### src/rtl/core/lmcfw_pkg.sv
// Shared types and constants for the LED matrix chain frame writer.
`default_nettype none

package lmcfw_pkg;

	// Command codes carried in the opcode field.
	typedef enum logic [1:0] {
		OP_RAW   = 2'd0,
		OP_LED   = 2'd1,
		OP_CLEAR = 2'd2,
		OP_RSVD  = 2'd3
	} op_t;

	// One command beat.
	typedef struct packed {
		logic [1:0] opcode;
		logic [2:0] device;
		logic [7:0] reg_addr;
		logic [7:0] reg_data;
		logic [3:0] row;
		logic [3:0] col;
		logic       led_on;
	} in_t;

	// One serial byte beat.
	typedef struct packed {
		logic [7:0] spi_byte;
		logic       frame_end;
		logic       last;
	} out_t;

	// Column 0 maps to the most significant bit of a row.
	localparam logic [7:0] COL0_MASK = 8'h80;
	// Register and data byte sent to devices that are not addressed.
	localparam logic [7:0] NOOP_BYTE = 8'h00;
	// Highest valid row or column.
	localparam logic [3:0] MAX_RC    = 4'd7;
	// Rows per device.
	localparam int unsigned ROWS     = 8;

endpackage : lmcfw_pkg

`default_nettype wire

### src/rtl/core/lmcfw_shadow.sv
// Row shadow store: one byte per device row, cleared by reset.
`default_nettype none

module lmcfw_shadow import lmcfw_pkg::*; #(
	parameter int unsigned DEPTH = 32,
	parameter int unsigned IDX_W = 5
) (
	input  wire logic             clk,
	input  wire logic             arst_n,
	input  wire logic             wr_en,
	input  wire logic [IDX_W-1:0] wr_idx,
	input  wire logic [7:0]       wr_data,
	input  wire logic [IDX_W-1:0] rd_idx,
	output      logic [7:0]       rd_data
);

	logic [7:0] rows_q [DEPTH];

	// Entries are plain registers so that reset clears the whole shadow at once.
	always_ff @(posedge clk or negedge arst_n) begin
		if (!arst_n) begin
			for (int i = 0; i < DEPTH; i++) begin
				rows_q[i] <= NOOP_BYTE;
			end
		end else if (wr_en) begin
			rows_q[wr_idx] <= wr_data;
		end
	end

	// Read at one address for the read-modify-write of a row.
	assign rd_data = rows_q[rd_idx];

endmodule : lmcfw_shadow

`default_nettype wire

### src/rtl/core/led_matrix_chain_frame_writer.sv
// Top level: command sequencer that turns commands into chain frames of serial bytes.
// Flow: a command is accepted in ST_IDLE, prepared in ST_PREP, then sent one byte per cycle while out_ready is high.
// A frame is 2*CHAIN_DEVICES bytes; a clear command sends 8 frames (16*CHAIN_DEVICES bytes).
// The single byte selector walks device positions one byte at a time, and a new command is
// accepted only once the last byte of the previous command has been loaded.
// Reset: arst_n clears the sequencer, the output valid flag and every shadow row at once.
`default_nettype none

module led_matrix_chain_frame_writer import lmcfw_pkg::*; #(
	parameter int unsigned CHAIN_DEVICES = 4
) (
	input  wire logic clk,
	input  wire logic arst_n,
	input  wire logic in_valid,
	output      logic in_ready,
	input  wire in_t  in_data,
	output      logic out_valid,
	input  wire logic out_ready,
	output      out_t out_data
);

	localparam int unsigned DEPTH = CHAIN_DEVICES * ROWS;
	localparam int unsigned IDX_W = $clog2(DEPTH);
	localparam int unsigned POS_W = (CHAIN_DEVICES > 1) ? $clog2(CHAIN_DEVICES) : 1;
	localparam logic [2:0]  CHAIN_LIMIT = 3'(CHAIN_DEVICES);
	localparam logic [POS_W-1:0] POS_FAR = POS_W'(CHAIN_DEVICES - 1);

	typedef enum logic [1:0] {
		ST_IDLE,
		ST_PREP,
		ST_EMIT
	} state_t;

	state_t          state_q;
	op_t             op_q;
	logic [2:0]      dev_q;
	logic [2:0]      row_q;
	logic [2:0]      col_q;
	logic            led_q;
	logic [7:0]      reg_q;
	logic [7:0]      data_q;
	logic [POS_W-1:0] pos_q;
	logic            half_q;
	logic [2:0]      frame_q;
	logic            out_valid_q;
	out_t            out_q;

	logic            cmd_ok;
	logic            load;
	logic            target;
	logic            frame_done;
	logic            cmd_done;
	logic [7:0]      next_byte;
	logic [7:0]      led_mask;
	logic [7:0]      rmw_row;
	logic [2:0]      wr_row;
	logic [5:0]      wr_full_idx;
	logic [5:0]      rd_full_idx;
	logic            sh_wr_en;
	logic [7:0]      sh_wr_data;
	logic [7:0]      sh_rd_data;

	// Decide whether an incoming command produces any bytes.
	always_comb begin
		cmd_ok = 1'b0;
		if (in_data.device < CHAIN_LIMIT) begin
			case (in_data.opcode)
				OP_RAW:   cmd_ok = 1'b1;
				OP_LED:   cmd_ok = (in_data.row <= MAX_RC) && (in_data.col <= MAX_RC);
				OP_CLEAR: cmd_ok = 1'b1;
				default:  cmd_ok = 1'b0;
			endcase
		end
	end

	assign in_ready = (state_q == ST_IDLE);

	// Read-modify-write of the addressed row for an LED set or clear command.
	assign led_mask    = COL0_MASK >> col_q;
	assign rd_full_idx = {dev_q, row_q};
	assign rmw_row     = led_q ? (sh_rd_data | led_mask) : (sh_rd_data & ~led_mask);

	// Shared byte selector: the addressed position gets the real pair, others a no-op.
	assign target     = (3'(pos_q) == dev_q);
	assign next_byte  = target ? (half_q ? data_q : reg_q) : NOOP_BYTE;
	assign frame_done = half_q && (pos_q == '0);
	assign cmd_done   = frame_done && ((op_q != OP_CLEAR) || (frame_q == 3'(ROWS - 1)));
	assign load       = (state_q == ST_EMIT) && (!out_valid_q || out_ready);

	// Shadow writes: the updated row in the prepare cycle, or zero at each clear frame start.
	always_comb begin
		sh_wr_en   = 1'b0;
		sh_wr_data = NOOP_BYTE;
		wr_row     = row_q;
		if (state_q == ST_PREP) begin
			if (op_q == OP_LED) begin
				sh_wr_en   = 1'b1;
				sh_wr_data = rmw_row;
			end else if (op_q == OP_CLEAR) begin
				sh_wr_en = 1'b1;
				wr_row   = '0;
			end
		end else if (load && frame_done && !cmd_done) begin
			sh_wr_en = 1'b1;
			wr_row   = frame_q + 3'd1;
		end
	end
	assign wr_full_idx = {dev_q, wr_row};

	lmcfw_shadow #(
		.DEPTH (DEPTH),
		.IDX_W (IDX_W)
	) u_shadow (
		.clk     (clk),
		.arst_n  (arst_n),
		.wr_en   (sh_wr_en),
		.wr_idx  (wr_full_idx[IDX_W-1:0]),
		.wr_data (sh_wr_data),
		.rd_idx  (rd_full_idx[IDX_W-1:0]),
		.rd_data (sh_rd_data)
	);

	// Sequencer state and output register.
	always_ff @(posedge clk or negedge arst_n) begin
		if (!arst_n) begin
			state_q     <= ST_IDLE;
			out_valid_q <= 1'b0;
		end else begin
			// The output register fills on a load and empties once its beat is taken.
			if (load) begin
				out_valid_q <= 1'b1;
			end else if (out_ready) begin
				out_valid_q <= 1'b0;
			end
			case (state_q)
				ST_IDLE: begin
					if (in_valid && cmd_ok) begin
						state_q <= ST_PREP;
					end
				end
				ST_PREP: begin
					state_q <= ST_EMIT;
				end
				ST_EMIT: begin
					if (load && cmd_done) begin
						state_q <= ST_IDLE;
					end
				end
				default: state_q <= ST_IDLE;
			endcase
		end
	end

	// Command and walk registers; payload only, no reset needed.
	always_ff @(posedge clk) begin
		case (state_q)
			ST_IDLE: begin
				op_q   <= op_t'(in_data.opcode);
				dev_q  <= in_data.device;
				row_q  <= in_data.row[2:0];
				col_q  <= in_data.col[2:0];
				led_q  <= in_data.led_on;
				reg_q  <= in_data.reg_addr;
				data_q <= in_data.reg_data;
			end
			ST_PREP: begin
				pos_q   <= POS_FAR;
				half_q  <= 1'b0;
				frame_q <= '0;
				if (op_q == OP_LED) begin
					reg_q  <= 8'(row_q) + 8'd1;
					data_q <= rmw_row;
				end else if (op_q == OP_CLEAR) begin
					reg_q  <= 8'd1;
					data_q <= NOOP_BYTE;
				end
			end
			ST_EMIT: begin
				if (load) begin
					out_q.spi_byte  <= next_byte;
					out_q.frame_end <= frame_done;
					out_q.last      <= cmd_done;
					if (!half_q) begin
						half_q <= 1'b1;
					end else begin
						half_q <= 1'b0;
						if (pos_q == '0) begin
							pos_q   <= POS_FAR;
							frame_q <= frame_q + 3'd1;
							reg_q   <= 8'(frame_q) + 8'd2;
						end else begin
							pos_q <= pos_q - POS_W'(1);
						end
					end
				end
			end
			default: ;
		endcase
	end

	assign out_valid = out_valid_q;
	assign out_data  = out_q;

	// The last byte of a command always closes a frame.
	a_last_closes_frame: assert property (@(posedge clk) disable iff (!arst_n)
		out_valid && out_data.last |-> out_data.frame_end)
		else $error("last byte without frame end");

	// A command for a device beyond the chain starts no work.
	a_out_of_chain_dropped: assert property (@(posedge clk) disable iff (!arst_n)
		in_valid && in_ready && (in_data.device >= CHAIN_LIMIT) |=> state_q == ST_IDLE)
		else $error("out-of-chain command started a sequence");

	// A frame end that is not the last byte leaves the sequencer emitting.
	a_more_frames_pending: assert property (@(posedge clk) disable iff (!arst_n)
		out_valid && out_data.frame_end && !out_data.last |-> state_q == ST_EMIT)
		else $error("sequencer left emit before the final frame");

endmodule : led_matrix_chain_frame_writer

`default_nettype wire

### config.mk
export PLATFORM = sky130hd
export DESIGN_NAME = led_matrix_chain_frame_writer
export DESIGN_NICKNAME = d
export VERILOG_FILES = /design/src/rtl/core/lmcfw_pkg.sv /design/src/rtl/core/lmcfw_shadow.sv /design/src/rtl/core/led_matrix_chain_frame_writer.sv
export SDC_FILE = /design/constraint.sdc
export NUM_CORES = 1
export LEC_CHECK = 0
export ABC_AREA = 1
export BUFFER_PORTS_ARGS = -buffer_cell sky130_fd_sc_hd__buf_2
export CAP_MARGIN = 20
export CORE_MARGIN = 8
export CORE_UTILIZATION = 49
export CTS_CLUSTER_SIZE = 28
export DETAILED_ROUTE_END_ITERATION = 7
export PLACE_DENSITY = 0.65
export SETUP_SLACK_MARGIN = 0.15
export SLEW_MARGIN = 20
export SYNTH_ARGS = -nofsm -noshare
export SYNTH_HDL_FRONTEND = slang
export SYNTH_SLANG_ARGS = --single-unit
### constraint.sdc
create_clock -name clk -period 3.2 [get_ports clk]
set_input_delay 0.32 -clock clk [delete_from_list [all_inputs] [get_ports clk]]
set_output_delay 0.32 -clock clk [all_outputs]
set_load 0.02 [all_outputs]
==> metrics.md <==
| Metric | Value |
|---|---|
| Status | finished, final reports clean |
| Filler cell count in the final layout | 2,966 |
| Final wirelength | 50.2 mm |
| Clock Skew | 0.0247 ns |
| Final nets | 2,215 |
| # H-tree levels | 2 |
| # DRC | 0 |
| CP startpoint kind | flop |
| Max-slew violation count | 0 |
| Setup TNS | 0 ns |
| Global Route Usage Sum | 0.263 |
| Syn nets | 2,173 |
| Period utilisation layout | 0.876 |
| Share of layout cells above drive strength 1 | 0.104 |
| Root buffer cell | clkbuf_16 |
| Post-CTS resize count | 0 |
| Die X-Extent | slightly below 200 µm |
| Total CTS buffers | 35 |
| GRT overflow | 0 |
| Placed instance count | 2,519 |
| Pre-antenna DRT Iters | 5 |
| N_diodes | 0 |
| Largest net degree at the start of global routing | 113 |
| Peak fanout along the critical path | 9 |
| CTS tree | built |
| Mapped Area | 15,800 µm² |
| Required @ worst endpoint | about 3.6 ns |
| Starting Density | 0.499 |
| Min Clock Period, post-route | 2.80 ns |
| WL/cell | 19.4 µm |
| Final setup viols | 0 |
| Max Cap Viol | 0 |
| Leak Pwr | 9.30 nW |
| Vias in the first global route | 14,470 |
| PortBufs | 45 |
| DR vias | 14,648 |
| Kind of critical path | reg -> reg |
| Netlist cell types | 30 |
| Achievable Freq | ~0.36 GHz |
| Slew at the pin closest to its max-slew limit | 0.808 ns |
| Most frequent cells in the layout | nand2_1 (867), nand3_1 (396), dfrtp_1 (259) |
| Clk Latency, worst-skew pair | roughly 0.52 ns |
| Syn-to-layout area delta | 13.5% |
| Ys Warns | 0 |
| Fin cells | 2,592 |
| RePlAce Congestion | 0.886 |
| Antenna-violating nets left | 0 |
| Initial antenna violation count | 0 |
| Ports | 46 |
| CP Capture Type | flop |
| Critical path arrival | 3.20 ns |
| Commonest non-fill, non-tap cell in the layout | nand2_1 |
| Worst vdd ir | 0.000792 V |
| Vias/cell | about 5.7 |
| Row cnt | 65 |
| Initial DRC count | between 1,500 and 2,000 |
| Clk buf depth | 3 |
| Slew HR | 0.461 |
| Core area | 31,600 µm² |
| CTS clk-pin slew, worst paths | roughly 0.06 ns |
| Final core occ | 0.567 |
| Synth Instances | 2,128 |
| Worst hold path type | in -> reg |
| Power per cell area | 805 nW/µm² |
| First-pass GRT wire length | approximately 80 mm |
| Hold Violations, Final | 0 |
| Clock sink total | 303 |
| Yosys reg bits | 303 |
| Die ar. | 38,200 µm² |
| Mean post-synth cell area | around 7.4 µm² |
| Sequential area share after synthesis | 0.494 |
| Chip height | 195 µm |
| Hpwl dp | 31.2 mm |
| RSZ-0062 raised after global routing | no |
[layer usage]
layer  track usage  up-vias  part of all wire  routed length (µm)
li1              -     6805                 -                   -
met1         0.362     6940              0.42               21300
met2         0.404      770              0.44               22000
met3        0.0574      133              0.10                5210
met4        0.0949        0             0.033                1660
met5             0        -                 0                   0
[cells by family after synthesis]
kind of cell	Yosys count	synth area share
fa+ha+maj	11	0.00872
compound gates	87	0.0327
flops	303	0.494
simple gates	1427	0.391
buf+inv	300	0.0736
[worst paths after layout]
kind	start	end	slack, ns	cells after the start
worst min-delay path	in_data[13]	data_q[4]	0.08	3
max in group asynchronous	arst_n	u_shadow.rows_q[112]	1.89	3
worst max-delay path	state_q[0]	u_shadow.rows_q[95]	0.40	13
worst min register to register	u_shadow.rows_q[230]	u_shadow.rows_q[230]	0.47	2
min in group asynchronous	arst_n	u_shadow.rows_q[182]	0.41	2
worst max register to register	state_q[0]	u_shadow.rows_q[95]	0.40	13
[where the power goes]
part / switching [mW] / total (mW) / internal, mW
Combinational: 4.47 / 5.90 / 1.43
Clock: 1.57 / 3.85 / 2.28
Sequential: 0.228 / 4.69 / 4.46
[registers in the layout (all words and copies together), names as in the netlist]
signal	flops
out_data	10
pos_q	2
half_q	1
col_q	3
state_q	2
u_shadow.rows_q	256
frame_q	3
row_q	3
led_q	1
data_q	8
op_q	2
reg_q	8
out_valid	1
dev_q	3
[worst max-delay path: stages (launching register included)]
cell,delay (ns)
dfrtp_1,0.40
inv_1,0.11
ha_1,0.32
inv_2,0.15
a21oi_4,0.24
nand2_1,0.10
nand2_1,0.07
nand3_1,0.06
nand2_1,0.21
nand3_4,0.35
nor2_4,0.36
inv_2,0.15
nand2_1,0.10
nand2_1,0.06
[cells in the mapped netlist]
cell / instances / area, µm²
nand4_2: 1 / 12.5
o21ai_0: 39 / 195
nand2_1: 867 / 3250
buf_2: 28 / 140
nand2_2: 4 / 25.0
nand3_4: 4 / 70.1
nor2_4: 27 / 304
nand3_1: 396 / 1980
nor3_1: 11 / 55.1
ha_1: 11 / 138
o221ai_1: 1 / 8.76
a22oi_1: 1 / 7.51
dfrtp_1: 259 / 6480
nor2_1: 109 / 409
edfxtp_1: 44 / 1320
o211ai_1: 16 / 120
clkinv_1: 2 / 7.51
a21o_1: 1 / 7.51
o21bai_1: 2 / 15.0
nor2_2: 5 / 31.3
a221oi_1: 1 / 8.76
nor4_1: 1 / 6.26
o21ai_4: 1 / 16.3
a21oi_4: 1 / 16.3
buf_1: 8 / 30.0
nand3_2: 2 / 20.0
inv_1: 158 / 593
inv_2: 36 / 135
clkbuf_1: 68 / 255
a21oi_1: 24 / 120
[metrics by stage]
step / power (mW) / area (µm²) / setup WS [ns] / hold slack, ns
after detailed placement: 10.5 / 16700 / 0.406 / 0.409
after global placement: 10.4 / 16700 / 0.540 / 0.412
after CTS: 14.3 / 17900 / 0.380 / 0.0702
final: 14.4 / 17900 / 0.398 / 0.0770
after floorplan: 8.10 / 15800 / 0.801 / 0.0244
after global routing: 15.0 / 17900 / 0.167 / 0.0850
[cell type report]
| class | count | area, µm² | area share |
|---|---|---|---|
| sequential | 303 | 7800 | 0.435 |
| clock buffer | 54 | 1030 | 0.0575 |
| inverter | 196 | 736 | 0.0410 |
| tap | 402 | 503 | 0.0281 |
| multi-input combinational | 1525 | 6890 | 0.384 |
| clock inverter | 3 | 38.8 | 0.00216 |
| timing repair buffer | 109 | 923 | 0.0515 |
[what timing repair did]
item                                   4_1_cts  5_1_grt
hold buffers                                13        0
endpoints found under the hold margin      100        0
buffers inserted                             0        3
setup endpoints to repair                    0        4
Power figures use the tool's default switching activity.
